[src/hw/rtl/cwc_pkg.sv]
// Shared types, codes and constants for the congestion window controller.
// No dependencies; imported by cwc_update and congestion_window_controller.
package cwc_pkg;

  // Event kinds carried on the input channel's tuser.
  typedef enum logic [1:0] {
    OP_NEW_ACK = 2'd0,
    OP_DUP_ACK = 2'd1,
    OP_TIMEOUT = 2'd2,
    OP_SEND    = 2'd3
  } cwc_op_t;

  // Phase reported with every result.
  typedef enum logic [2:0] {
    PH_NONE       = 3'd0,
    PH_SLOW_START = 3'd1,
    PH_AVOID      = 3'd2,
    PH_FAST_RETX  = 3'd3,
    PH_TIMEOUT    = 3'd4
  } cwc_phase_t;

  // Configuration register indexes.
  typedef enum logic [1:0] {
    CFG_DUP_ACK_THRESHOLD = 2'd0,
    CFG_INITIAL_CWND      = 2'd1,
    CFG_INITIAL_SSTHRESH  = 2'd2,
    CFG_WINDOW_SIZE       = 2'd3
  } cwc_cfg_idx_t;

  localparam logic [15:0] CNT_MAX          = 16'hFFFF;
  localparam logic [3:0]  DUP_MAX          = 4'd15;
  localparam logic [3:0]  RST_DUP_ACK_THR  = 4'd3;
  localparam logic [15:0] RST_CWND         = 16'd1;
  localparam logic [15:0] RST_SSTHRESH     = 16'd64;
  localparam logic [15:0] RST_WINDOW_SIZE  = 16'd64;

  typedef struct packed {
    logic [15:0] window;
    logic [15:0] threshold;
    logic [15:0] unacked;
    logic [15:0] avoid_credit;
    logic [3:0]  dup_count;
  } cwc_state_t;

  typedef struct packed {
    cwc_op_t     op;
    logic [15:0] acked_count;
    logic [15:0] buffered_count;
  } cwc_item_t;

  typedef struct packed {
    logic [3:0]  dup_ack_threshold;
    logic [15:0] window_size;
  } cwc_cfg_t;

  typedef struct packed {
    logic [15:0] send_count;
    logic [15:0] first_index;
    logic        retransmit;
    logic [15:0] window_now;
    logic [15:0] threshold_now;
    logic [15:0] outstanding;
    cwc_phase_t  phase;
  } cwc_result_t;

  // Zero is not a legal window or threshold; it is read as one.
  function automatic logic [15:0] at_least_one(input logic [15:0] v);
    return (v == 16'd0) ? 16'd1 : v;
  endfunction

endpackage

[src/hw/rtl/cwc_update.sv]
// Combinational state update for one congestion control event.
// Depends on cwc_pkg for the state, item, configuration and result types.
module cwc_update import cwc_pkg::*; (
  input  cwc_state_t  st,
  input  cwc_item_t   item,
  input  cwc_cfg_t    cfg,
  output cwc_state_t  st_nxt,
  output cwc_result_t res
);

  logic [16:0] ss_sum;
  logic [16:0] credit_sum;
  logic [15:0] credit_sat;
  logic [15:0] halved;
  logic [15:0] buf_lim;
  logic [15:0] limit;
  logic [3:0]  dup_inc;

  assign ss_sum     = {1'b0, st.window} + {1'b0, item.acked_count};
  assign credit_sum = {1'b0, st.avoid_credit} + {1'b0, item.acked_count};
  assign credit_sat = credit_sum[16] ? CNT_MAX : credit_sum[15:0];
  assign halved     = {1'b0, st.window[15:1]};
  assign buf_lim    = (item.buffered_count < cfg.window_size) ?
                      item.buffered_count : cfg.window_size;
  assign limit      = (st.window < buf_lim) ? st.window : buf_lim;
  assign dup_inc    = (st.dup_count < DUP_MAX) ? st.dup_count + 4'd1 : DUP_MAX;

  always_comb begin
    st_nxt          = st;
    res.send_count  = 16'd0;
    res.first_index = 16'd0;
    res.retransmit  = 1'b0;
    res.phase       = PH_NONE;

    unique case (item.op)
      OP_NEW_ACK: begin
        st_nxt.unacked   = (item.acked_count >= st.unacked) ?
                           16'd0 : st.unacked - item.acked_count;
        st_nxt.dup_count = 4'd0;
        if (st.window < st.threshold) begin
          if (ss_sum < {1'b0, st.threshold}) begin
            st_nxt.window = ss_sum[15:0];
          end else begin
            st_nxt.window       = st.threshold;
            st_nxt.avoid_credit = 16'd0;
          end
          res.phase = PH_SLOW_START;
        end else begin
          if (credit_sat >= st.window) begin
            st_nxt.window       = (st.window != CNT_MAX) ? st.window + 16'd1 : st.window;
            st_nxt.avoid_credit = 16'd0;
          end else begin
            st_nxt.avoid_credit = credit_sat;
          end
          res.phase = PH_AVOID;
        end
      end
      OP_DUP_ACK: begin
        if (dup_inc >= cfg.dup_ack_threshold) begin
          st_nxt.dup_count = 4'd0;
          st_nxt.unacked   = 16'd0;
          st_nxt.window    = (st.window > 16'd1) ? halved : st.window;
          st_nxt.threshold = (st.window > 16'd1) ? halved : st.window;
          res.retransmit   = 1'b1;
          res.phase        = PH_FAST_RETX;
        end else begin
          st_nxt.dup_count = dup_inc;
        end
      end
      OP_TIMEOUT: begin
        st_nxt.threshold = at_least_one(halved);
        st_nxt.window    = 16'd1;
        st_nxt.unacked   = 16'd0;
        st_nxt.dup_count = 4'd0;
        res.retransmit   = 1'b1;
        res.phase        = PH_TIMEOUT;
      end
      OP_SEND: begin
        res.first_index = st.unacked;
        if (st.unacked < limit) begin
          res.send_count = limit - st.unacked;
          st_nxt.unacked = limit;
        end
      end
      default: begin
        st_nxt = st;
      end
    endcase

    res.window_now    = st_nxt.window;
    res.threshold_now = st_nxt.threshold;
    res.outstanding   = st_nxt.unacked;
  end

endmodule

[src/hw/rtl/congestion_window_controller.sv]
// Top level of the sender-side congestion window controller.
// Depends on cwc_pkg and instantiates cwc_update.
//
// Usage:
//   Events enter on the in_ stream: in_tuser carries the event kind (new ACK,
//   duplicate ACK, retransmit timeout, send request) and in_tdata the acked
//   and buffered packet counts. Every event produces exactly one result on
//   the out_ stream with the grant, the window, the threshold, the packets in
//   flight after the event, and the phase it set, if any.
//   A request is captured in an input register, then one pass of
//   combinational update logic writes the controller state and the output
//   register in the same cycle, and out_tvalid rises with that write. One
//   request per cycle is sustained while the receiver takes results: the
//   update of the five state registers is the only loop, and it closes
//   through the combinational update logic alone.
//   When the receiver stalls, the result stays in the output register and
//   the input register still takes one more request; in_tready drops only
//   when both are full, so nothing is lost or repeated.
//   Reset (rst_n low at a clock edge) empties both registers, loads the
//   window with 1, the threshold with 64, clears in-flight, credit and the
//   duplicate count, and restores the register defaults. Writing
//   initial_cwnd or initial_ssthresh also loads the live window or threshold;
//   the user writes configuration only while the block is idle (unenforced).
module congestion_window_controller import cwc_pkg::*; (
  input  logic        clk,
  input  logic        rst_n,
  // Configuration write port.
  input  logic        cfg_we,
  input  logic [1:0]  cfg_index,
  input  logic [15:0] cfg_wdata,
  // Event stream.
  input  logic        in_tvalid,
  output logic        in_tready,
  input  logic [31:0] in_tdata,   // acked_count[15:0], buffered_count[31:16]
  input  logic [1:0]  in_tuser,   // op[1:0]
  // Result stream.
  output logic        out_tvalid,
  input  logic        out_tready,
  // send_count[15:0], first_index[31:16], window_now[47:32],
  // threshold_now[63:48], outstanding[79:64]
  output logic [79:0] out_tdata,
  output logic [3:0]  out_tuser   // retransmit[0], phase[3:1]
);

  logic        in_valid_r, in_valid_nxt;
  cwc_item_t   in_item_r;
  logic        out_valid_r, out_valid_nxt;
  cwc_result_t out_res_r;
  cwc_state_t  st_r, st_nxt, upd_st;
  cwc_cfg_t    cfg_r, cfg_nxt;
  cwc_result_t upd_res;
  logic        in_take;
  logic        advance;

  // A held request moves on whenever the output register is free or drained.
  assign advance   = in_valid_r && (!out_valid_r || out_tready);
  assign in_tready = !in_valid_r || advance;
  assign in_take   = in_tvalid && in_tready;

  assign in_valid_nxt  = in_take || (in_valid_r && !advance);
  assign out_valid_nxt = advance || (out_valid_r && !out_tready);

  cwc_update u_update (
    .st     (st_r),
    .item   (in_item_r),
    .cfg    (cfg_r),
    .st_nxt (upd_st),
    .res    (upd_res)
  );

  // Configuration writes land in the register file and, for the initial
  // values, also in the live window and threshold.
  always_comb begin
    cfg_nxt = cfg_r;
    st_nxt  = advance ? upd_st : st_r;
    if (cfg_we) begin
      unique case (cwc_cfg_idx_t'(cfg_index))
        CFG_DUP_ACK_THRESHOLD: cfg_nxt.dup_ack_threshold = cfg_wdata[3:0];
        CFG_INITIAL_CWND:      st_nxt.window    = at_least_one(cfg_wdata);
        CFG_INITIAL_SSTHRESH:  st_nxt.threshold = at_least_one(cfg_wdata);
        CFG_WINDOW_SIZE:       cfg_nxt.window_size = cfg_wdata;
        default:               cfg_nxt = cfg_r;
      endcase
    end
  end

  always_ff @(posedge clk) begin
    if (!rst_n) begin
      in_valid_r              <= 1'b0;
      out_valid_r             <= 1'b0;
      st_r.window             <= RST_CWND;
      st_r.threshold          <= RST_SSTHRESH;
      st_r.unacked            <= 16'd0;
      st_r.avoid_credit       <= 16'd0;
      st_r.dup_count          <= 4'd0;
      cfg_r.dup_ack_threshold <= RST_DUP_ACK_THR;
      cfg_r.window_size       <= RST_WINDOW_SIZE;
    end else begin
      in_valid_r  <= in_valid_nxt;
      out_valid_r <= out_valid_nxt;
      st_r        <= st_nxt;
      cfg_r       <= cfg_nxt;
    end
  end

  // Payload registers carry no reset.
  always_ff @(posedge clk) begin
    if (in_take) begin
      in_item_r.op             <= cwc_op_t'(in_tuser);
      in_item_r.acked_count    <= in_tdata[15:0];
      in_item_r.buffered_count <= in_tdata[31:16];
    end
    if (advance) begin
      out_res_r <= upd_res;
    end
  end

  assign out_tvalid = out_valid_r;
  assign out_tdata  = {out_res_r.outstanding, out_res_r.threshold_now,
                       out_res_r.window_now, out_res_r.first_index,
                       out_res_r.send_count};
  assign out_tuser  = {out_res_r.phase, out_res_r.retransmit};

  // The window and threshold are never zero.
  a_window_nonzero: assert property (@(posedge clk) disable iff (!rst_n)
    st_r.window != 16'd0)
    else $error("window register reached zero");

  a_threshold_nonzero: assert property (@(posedge clk) disable iff (!rst_n)
    st_r.threshold != 16'd0)
    else $error("threshold register reached zero");

  // A retransmit restarts from the oldest packet, so nothing stays in flight.
  a_retx_clears_flight: assert property (@(posedge clk) disable iff (!rst_n)
    out_valid_r && out_res_r.retransmit |-> out_res_r.outstanding == 16'd0)
    else $error("retransmit result with packets still in flight");

  // A grant never takes the packets in flight past the window.
  a_grant_in_window: assert property (@(posedge clk) disable iff (!rst_n)
    out_valid_r && out_res_r.send_count != 16'd0 |->
      out_res_r.outstanding <= out_res_r.window_now)
    else $error("grant exceeds the congestion window");

endmodule
[config.mk]
export PLATFORM = sky130hd
export DESIGN_NAME = congestion_window_controller
export DESIGN_NICKNAME = d
export VERILOG_FILES = /design/src/hw/rtl/cwc_pkg.sv /design/src/hw/rtl/cwc_update.sv /design/src/hw/rtl/congestion_window_controller.sv
export SDC_FILE = /design/constraint.sdc
export NUM_CORES = 1
export LEC_CHECK = 0
export BUFFER_PORTS_ARGS = -buffer_cell sky130_fd_sc_hd__buf_4
export CORE_MARGIN = 5
export CORE_UTILIZATION = 61
export CTS_CLUSTER_DIAMETER = 150
export DETAILED_ROUTE_END_ITERATION = 10
export PLACE_DENSITY = 0.91
export SLEW_MARGIN = 20
export SYNTH_ARGS = -nofsm -noshare
export SYNTH_HDL_FRONTEND = slang
export SYNTH_HIERARCHICAL = 1
export SYNTH_SLANG_ARGS = --single-unit
[constraint.sdc]
create_clock -name clk -period 8.1 [get_ports clk]
set_clock_uncertainty 0.05 [all_clocks]
set_input_delay 0.405 -clock clk [delete_from_list [all_inputs] [get_ports clk]]
set_output_delay 0.405 -clock clk [all_outputs]
set_load 0.02 [all_outputs]
==> metrics.yaml, run 1 <==
clock_tree:
  ctsRootBufferMaster: "clkbuf_16"
  clk_latency_ns: 0.52
  cts_resized: 0
  h-tree-depth: 1
  cts_made_buffers: 22
  clk_pin_slew_ns: 0.07
  clock-sinks: 208
  clk_path_buf_depth: 3
  cts_tree: "built"
worst_hold_path:
  min_from: "in_tdata[11]"
  hp-class: "in2reg"
placement:
  pre_cts_ws_ns: 0.4988
  gp_congestion: 1.017
  hpwl_um: 33150
  io_buffer_count: 142
sta:
  min_period_ns: 7.423
  rsz0062_at_grt: "no"
  max-slew-margin-rel_pct: 34.30
  setup_slack_ns: 0.6765
  hold_slack_ns: 0.009090
  hold_viol: 0
  setup_tns_ns: 0
  drv_slew: 0
  max_freq_ghz: 0.1347
  setup_violations: 0
  worst_slew_pin_slew_ns: 0.9607
  final.period_utilization_pct: 91.65
logic_synthesis:
  synth_area_leader_cell: "edfxtp_1"
  postSynthAreaPerCell_um2: 8.947
  synthTopCellsByCount: "nand2_1, ha_1, a21oi_1"
  yosysSeqAreaShare_pct: 36.72
  synth_nets: 1841
  syn_inst: 1627
  synthesis.area_mm2: 0.01456
  async_flop_share_pct: 0
  synth_top_area_share_pct: 24.34
  synth_area_leaders: "edfxtp_1, ha_1, dfxtp_1, nand2_1, a21oi_1"
  ys_ff_latch: 208
  synth-edff-count: 118
  synth_flop_cell: "edfxtp_1"
  synth.most_common_cell: "nand2_1"
  ys_warn_count: 6
  ys_types: 75
power_and_ir_drop:
  switching_share_pct: 31.86
  power_mw: 3.123
  p_per_area_mw_per_mm2: 191.3
  seqPwrFrac_pct: 39.0
  switchingPower_uw: 994.9
  pwr-share-comb_pct: 27.2
  p_leak_nw: 6.859
  internal-power_mw: 2.128
  ir_drop_mv: 0.1622
  clkPwrFrac_pct: 33.8
critical_path:
  end_kind: "register"
  r2r-end: "st_r[33]"
  required_ns: 8.42
  cpMostUsedCell: "a21oi_1"
  crit_end: "st_r[33]"
  path_class: "reg2reg"
  r2r_slack_ns: 0.68
  cp_slowest_stage_delay_ns: 0.56
  crit_fanout: 16
  r2r_cells: 34
  worstPathArrival_ns: 7.74
  critPathLaunch: "in_item_r[9]"
  cpMaxStageDelayCell: "a221oi_4"
  timing.rr.start: "in_item_r[9]"
  start_kind: "register"
layout:
  seq_area_mm2: 0.005345
  drive_gt1_share_pct: 12.99
  fillers: 1833
  syn2layout_area_growth_pct: 12.16
  multiInputGateArea_mm2: 0.008107
  antenna_cells: 0
  fin_nets: 1923
route:
  viasPerCell: 6.425
  routed_wl_um: 44660
  drt_iter0_drc: 1634
  drtPass1Iterations: 6
  route.detailed.drc: 0
  via_count: 13130
  drt.antenna.violating_nets: 0
  wl_per_cell_um: 21.85
global_routing:
  track_usage_pct: 31.97
  grt_pass1_wl_um: 68140
  grt_start_max_net_pins: 97
  antenna_found_initial: 0
  grt_pass1_vias: 12580
  grt.overflow.total: 0
floorplan:
  start_util_pct: 62.01
  core_mm2: 0.02347
  io_pins: 143
  die_w_um: 164.5
  die_area_mm2: 0.02705
  fp.dieH_um: 164.5
  core.rowCount: 56
flow_run:
  drv_cap: 0
status:
  status: "complete, no violations"
[worst max-delay path: cells and delay by family, from the launching register on]
family | cells | cell delay (ns)
AO/OA/AOI/OAI | 15 | 3.18
adder cells (fa/ha/maj) | 4 | 1.16
buffers and inverters | 6 | 1.00
multiplexers | 3 | 0.85
AND/OR/NAND/NOR | 6 | 0.61
flip-flops | 1 | 0.40
[cell type report]
class	count	share of cell area, %
Tap cell	319	2.445
Inverter	115	2.675
Clock buffer	25	3.632
Clock inverter	15	0.9733
Multi-Input combinational cell	1192	49.65
Sequential cell	208	32.74
Timing Repair Buffer	170	7.886
[routing by layer]
metal | vias to the layer above | part of all wire, % | track usage, % | wire (um)
met1 | 6168 | 39 | 42.33 | 17490
met3 | 147 | 10 | 6.014 | 4611
met2 | 786 | 46 | 52.32 | 20600
met4 | 0 | 4.4 | 12.10 | 1949
li1 | 6031 | - | - | -
met5 | - | 0 | 0 | 0
[cells by family (layout without fill, tap and decap cells)]
logic type / after synthesis / in the layout / share of synthesized area (%)
buffers and inverters: 227 / 325 / 7.641
AND/OR/NAND/NOR: 476 / 476 / 14.79
adder cells (fa/ha/maj): 157 / 157 / 13.70
multiplexers: 52 / 52 / 3.627
flip-flops: 208 / 208 / 36.72
AO/OA/AOI/OAI: 455 / 455 / 20.39
XOR/XNOR: 52 / 52 / 3.129
[placed cells by master, fill, tap and decap left out, drive strengths merged, types with 10 or more instances in the layout]
cell    Yosys  routed
and3       18      18
nand2b     15      15
dfxtp      90      90
a31oi      40      40
o21a       15      15
a21oi     140     140
nand2     239     239
nand4      18      18
o21ai      92      92
nor2       78      78
ha        153     153
clkbuf     40      25
edfxtp    118     118
nand3      18      18
a22o       30      30
nor4       13      13
buf        72     167
xor2       16      16
a21o       37      37
nor2b      12      12
inv       114     115
nor3       40      40
xnor2      36      36
mux2i      46      46
a221o      18      18
clkinv      1      11
o31ai      10      10
[power groups by stage]
| stage | sequential [mW] | clock (mW) | combinational [mW] |
|---|---|---|---|
| finish | 1.22 | 1.05 | 0.850 |
| global placement | 1.24 | 0 | 0.789 |
| CTS | 1.22 | 1.06 | 0.816 |
| floorplan | 1.25 | 0 | 0.575 |
| detailed placement | 1.24 | 0 | 0.808 |
| global route | 1.22 | 1.11 | 0.915 |
[stage by stage]
stage	utilization, %	cell area, um^2	instances
after floorplan	-	14560	1627
after global placement	65.98	15490	1995
after detailed placement	65.98	15490	1995
after CTS	69.27	16260	2037
after global routing	69.56	16330	2044
final	69.56	16330	2044
[repair_timing]
item,in CTS,in global routing
hold endpoints to repair,2,1
buffers inserted,0,5
hold buffers,2,1
endpoints found under the setup margin,0,30
[how the worst min path moves through the flow]
stage / to / slack [ns] / depth (start not counted)
5_1_grt: in_item_r[21] / 0.0007 / 1
2_1_floorplan: cfg_r[17] / 0.39 / 2
3_3_place_gp: cfg_r[17] / 0.41 / 2
3_5_place_dp: cfg_r[8] / 0.41 / 2
4_1_cts: in_item_r[27] / 0.0004 / 1
6_report: in_item_r[27] / 0.009 / 1
[flip-flops by register name, indices dropped and copies added (netlist names)]
signal      cells
out_tdata      80
in_valid_r      1
st_r           68
out_tvalid      1
in_item_r      34
out_tuser       4
cfg_r          20
Power figures use the tool's default switching activity.
==> inputs of run 2 (changes only) <==
--- a/config.mk
+++ b/config.mk
@@ -6,11 +6,13 @@
 export NUM_CORES = 1
 export LEC_CHECK = 0
 export BUFFER_PORTS_ARGS = -buffer_cell sky130_fd_sc_hd__buf_4
-export CORE_MARGIN = 5
+export CAP_MARGIN = 5
+export CORE_MARGIN = 4
 export CORE_UTILIZATION = 61
 export CTS_CLUSTER_DIAMETER = 150
 export DETAILED_ROUTE_END_ITERATION = 10
 export PLACE_DENSITY = 0.91
+export REMOVE_ABC_BUFFERS = 1
 export SLEW_MARGIN = 20
 export SYNTH_ARGS = -nofsm -noshare
 export SYNTH_HDL_FRONTEND = slang
==> metrics.yaml, run 2 (synthesis gave the netlist of run 1 again) <==
global_routing:
  grt_pass1_vias: 12480  # -0.77%
  grt_start_max_net_pins: 93  # -4.1%
  grt.overflow.total: 0  # unchanged
  grt_pass1_wl_um: 67100  # -1.5%
  antenna_found_initial: 0  # unchanged
  track_usage_pct: 31.86  # -0.10 points
floorplan:
  core_mm2: 0.02347  # unchanged
  core.rowCount: 56  # unchanged
  io_pins: 143  # unchanged
  die_area_mm2: 0.02640  # -2.4%
  start_util_pct: 62.01  # unchanged
  die_w_um: 162.5  # -1.2%
  fp.dieH_um: 162.5  # -1.2%
layout:
  fillers: 1787  # -2.5%
  stdcell_area_mm2: 0.01638  # +0.31%
  largest_reg_flops: 80  # unchanged
  syn2layout_area_growth_pct: 12.51
  seq_area_mm2: 0.005345  # unchanged
  antenna_cells: 0  # unchanged
  final_util_pct: 69.78  # +0.22 points
  fin_nets: 1927  # +0.21%
  drive_gt1_share_pct: 12.38  # -0.61 points
  multiInputGateArea_mm2: 0.008102  # about the same
  layout_commonest_cell: "nand2_1"
  final_cell_mix: "nand2_1, buf_4, ha_1"
placement:
  placed_area_mm2: 0.01543  # -0.35%
  hpwl_um: 31840  # -3.9%
  gp_congestion: 1.014  # -0.29%
  pre_cts_ws_ns: 0.8521  # +0.3533 ns
  io_buffer_count: 142  # unchanged
critical_path:
  r2r_cells: 31  # -8.8%
  required_ns: 8.49  # +0.07 ns
  path_class: "reg2reg"
  worstPathArrival_ns: 7.81  # +0.07 ns
  crit_fanout: 17  # +1
  start_kind: "register"
  critPathTopFamily: "compound AO/OA/AOI/OAI gates"
  cpMaxStageDelayCell: "a21oi_4"
  cp_num_buf_inv: 3  # -3
  end_kind: "register"
  r2r-end: "st_r[23]"
  cpMostUsedCell: "a21oi_1"
  cp_slowest_stage_delay_ns: 0.53  # -0.03 ns
  timing.rr.start: "in_item_r[9]"
  r2r_slack_ns: 0.68  # about the same
worst_hold_path:
  min_from: "in_tdata[28]"
  worstHoldEndpoint: "in_item_r[12]"
  hold_depth: 1  # unchanged
  hp-class: "in2reg"
route:
  drt.antenna.violating_nets: 0  # unchanged
  wl_per_cell_um: 21.38  # -2.1%
  routed_wl_um: 43790  # -1.9%
  route.detailed.drc: 0  # unchanged
  via_count: 13160  # +0.23%
  viasPerCell: 6.427  # about the same
  drtPass1Iterations: 6  # unchanged
  drt_iter0_drc: 1627  # -0.43%
sta:
  setup_tns_ns: 0  # unchanged
  setup_violations: 0  # unchanged
  drv_slew: 0  # unchanged
  min_period_ns: 7.421  # -0.002019 ns
  max-slew-margin-rel_pct: 32.80  # -1.5 points
  max_freq_ghz: 0.1347  # about the same
  hold_viol: 0  # unchanged
  setup_slack_ns: 0.6785  # +0.002019 ns
  final.period_utilization_pct: 91.62  # about the same
  rsz0062_at_grt: "no"
  worst_slew_pin_slew_ns: 1.007  # +0.04614 ns
clock_tree:
  cts_tree: "built"
  holdBufCountCts: 12  # +10
  clock-sinks: 208  # unchanged
  clk_path_buf_depth: 3  # unchanged
  post_cts_buffers: 0  # unchanged
  cts_resized: 0  # unchanged
  ctsRootBufferMaster: "clkbuf_16"
  clk_latency_ns: 0.52  # about the same
  clk_pin_slew_ns: 0.06  # about the same
  cts_made_buffers: 23  # +4.5%
  h-tree-depth: 1  # unchanged
flow_run:
  drv_cap: 0  # unchanged
power_and_ir_drop:
  p_leak_nw: 6.852  # -0.11%
  power_mw: 3.098  # -0.79%
  ir_drop_mv: 0.1571  # -3.2%
  p_per_area_mw_per_mm2: 189.1  # -1.1%
status:
  status: "complete, no violations"
==> run 2: cell types whose count changed in the layout (fill, tap and decap cells not counted), moves of 2 or more <==
cell           change
clkinv_1           -2
buf_6              +2
dlygate4sd3_1     +14
buf_4             -13
clkinvlp_4         +3
==> run 2: where the power goes <==
part | switching (mW) | internal, mW | leakage (nW)
Combinational | 0.507 | 0.328 | 4.59
Sequential | 0.0521 | 1.17 | 1.91
Clock | 0.442 | 0.597 | 0.356
Total | 1.00 | 2.10 | 6.85
==> run 2: worst max-delay path by stage <==
stage | slack, ns | to | depth (start not counted) | from
global route | 0.20 | st_r[25] | 30 | in_item_r[9]
finish | 0.68 | st_r[23] | 31 | in_item_r[9]
global placement | 1.09 | st_r[22] | 31 | in_item_r[9]
detailed placement | 0.85 | st_r[25] | 31 | in_item_r[9]
CTS | 0.83 | st_r[25] | 31 | in_item_r[9]
floorplan | 0.95 | st_r[22] | 31 | in_item_r[9]
==> run 2: per-stage QoR <==
step	hold WS (ns)	std cells
after floorplan	0.3902	1515
after global placement	0.4095	1988
after detailed placement	0.4126	1988
after CTS	0.00009054	2041
after global routing	0.002907	2048
final	0.01487	2048
==> run 2: area by class of cell <==
type / instances / area share [%]
multi-input combinational: 1192 / 49.47
sequential: 208 / 32.64
timing repair buffer: 173 / 8.258
clock buffer: 25 / 3.621
inverter: 115 / 2.651
tap: 319 / 2.437
clock inverter: 16 / 0.9320
==> run 2: metal layers <==
layer / vias to the layer above / global-route usage, % / part of all wire (%)
met1: 6160 / 41.48 / 39
met5: - / 0 / 0
met2: 834 / 50.83 / 46
li1: 6026 / - / -
met3: 142 / 7.871 / 12
met4: 0 / 13.61 / 4.2
==> inputs of run 3 (changes only) <==
==> constraint.sdc (replaced) <==
create_clock -name clk -period 8.1 [get_ports clk]
set_clock_uncertainty 0.05 [all_clocks]
set_input_delay 0.81 -clock clk [delete_from_list [all_inputs] [get_ports clk]]
set_output_delay 0.81 -clock clk [all_outputs]
set_load 0.02 [all_outputs]
==> metrics.yaml, run 3 (synthesis gave the netlist of run 1 again) <==
layout:
  drive_gt1_share_pct: 12.50  # +0.12 points
  antenna_cells: 0  # unchanged
  final_cell_mix: "nand2_1, buf_4, ha_1"
  fin_nets: 1910  # -0.88%
  layout_commonest_cell: "nand2_1"
  largest_reg_flops: 80  # unchanged
  fillers: 1809  # +1.2%
  syn2layout_area_growth_pct: 11.35
  fin_cells: 2031  # -0.83%
clock_tree:
  holdBufCountCts: 0  # -12
  clk_pin_slew_ns: 0.06  # about the same
  post_cts_buffers: 0  # unchanged
  cts_tree: "built"
  h-tree-depth: 1  # unchanged
  cts_made_buffers: 23  # unchanged
  ctsRootBufferMaster: "clkbuf_16"
  clock-sinks: 208  # unchanged
  cts_resized: 0  # unchanged
  clk_path_buf_depth: 3  # unchanged
  clk_latency_ns: 0.52  # about the same
sta:
  max_freq_ghz: 0.1344  # -0.28%
  hold_viol: 0  # unchanged
  setup_violations: 0  # unchanged
  rsz0062_at_grt: "no"
  min_period_ns: 7.443  # +0.02108 ns
  max-slew-margin-rel_pct: 31.74  # -1.1 points
  worst_slew_pin_slew_ns: 1.023  # +0.01588 ns
  drv_slew: 0  # unchanged
  setup_tns_ns: 0  # unchanged
  final.period_utilization_pct: 91.88  # +0.26 points
critical_path:
  required_ns: 8.49  # about the same
  path_class: "reg2reg"
  start_kind: "register"
  crit_fanout: 17  # unchanged
  r2r_cells: 31  # unchanged
  end_kind: "register"
  cpMaxStageDelayCell: "a21oi_4"
  cpMostUsedCell: "a21oi_1"
  worstPathArrival_ns: 7.83  # +0.02 ns
  cp_slowest_stage_delay_ns: 0.53  # about the same
global_routing:
  grt_pass1_wl_um: 66540  # -0.84%
  grt.overflow.total: 0  # unchanged
  grt_start_max_net_pins: 93  # unchanged
  track_usage_pct: 31.59  # -0.27 points
  antenna_found_initial: 0  # unchanged
  grt_pass1_vias: 12400  # -0.63%
floorplan:
  core.rowCount: 56  # unchanged
  start_util_pct: 62.01  # unchanged
  io_pins: 143  # unchanged
  core_mm2: 0.02347  # unchanged
  die_w_um: 162.5  # unchanged
  die_area_mm2: 0.02640  # unchanged
  fp.dieH_um: 162.5  # unchanged
worst_hold_path:
  hp-class: "in2reg"
  hold_depth: 1  # unchanged
route:
  route.detailed.drc: 0  # unchanged
  via_count: 13080  # -0.59%
  drt.antenna.violating_nets: 0  # unchanged
  routed_wl_um: 43030  # -1.7%
  wl_per_cell_um: 21.19  # -0.90%
  drtPass1Iterations: 6  # unchanged
  drt_iter0_drc: 1527  # -6.1%
  viasPerCell: 6.442  # +0.24%
placement:
  place_inst: 1988  # unchanged
  io_buffer_count: 142  # unchanged
  hpwl_um: 31840  # unchanged
  gp_congestion: 1.014  # unchanged
flow_run:
  drv_cap: 0  # unchanged
status:
  status: "complete, no violations"
power_and_ir_drop:
  ir_drop_mv: 0.1555  # -0.98%
  p_leak_nw: 6.781  # -1.0%
  p_per_area_mw_per_mm2: 190.3  # +0.62%
-- run 3: cell types whose count changed in the layout (fill, tap and decap cells not counted), sizes merged --
| cell | before | now |
|---|---|---|
| dlygate4sd3 | 17 | 0 |
-- run 3: area by class of cell --
| class | count | area, um^2 | share of cell area, % |
|---|---|---|---|
| clock buffers | 25 | 593.1 | 3.659 |
| well taps | 319 | 399.1 | 2.463 |
| multi-input cells | 1192 | 8102 | 49.98 |
| flip-flops and latches | 208 | 5345 | 32.98 |
| repair buffers | 156 | 1182 | 7.295 |
| inverters | 115 | 434.2 | 2.679 |
| clock inverters | 16 | 152.6 | 0.9418 |
-- run 3: final timing paths --
kind,from,slack (ns),to
hold reg to reg,cfg_r[8],0.42,cfg_r[8]
setup / recovery,in_item_r[9],0.66,st_r[23]
setup reg to reg,in_item_r[9],0.66,st_r[23]
hold / removal,in_tdata[21],0.41,in_item_r[5]
-- run 3: per-layer routing --
metal / global-route usage (%) / vias to the layer above / share of wire [%]
met5: 0 / - / 0
met3: 7.922 / 143 / 12
met2: 50.25 / 884 / 45
met1: 41.29 / 6055 / 39
met4: 13.23 / 0 / 4.2
li1: - / 6002 / -
-- run 3: power breakdown --
group,switching (mW),internal [mW]
registers,0.0520,1.17
clock network,0.440,0.596
logic,0.502,0.323
total,0.994,2.09
-- run 3: critical path: cells and delay by family, from the launching register on --
family,cells,cell delay (ns)
compound gates,16,3.44
fa+ha+maj,4,1.21
buf+inv,3,0.45
flops,1,0.41
mux,3,1.05
simple gates,5,0.74
-- run 3: metrics by stage --
stage	power [mW]	util, %	hold slack [ns]	instance area, um^2	setup slack (ns)
after floorplan	1.779	-	0.3902	13880	0.9542
after global placement	2.012	65.75	0.4095	15430	1.095
after detailed placement	2.037	65.75	0.4126	15430	0.8521
after CTS	3.073	68.93	0.4009	16180	0.8303
after global routing	3.213	69.05	0.3984	16210	0.2028
final	3.085	69.05	0.4128	16210	0.6574
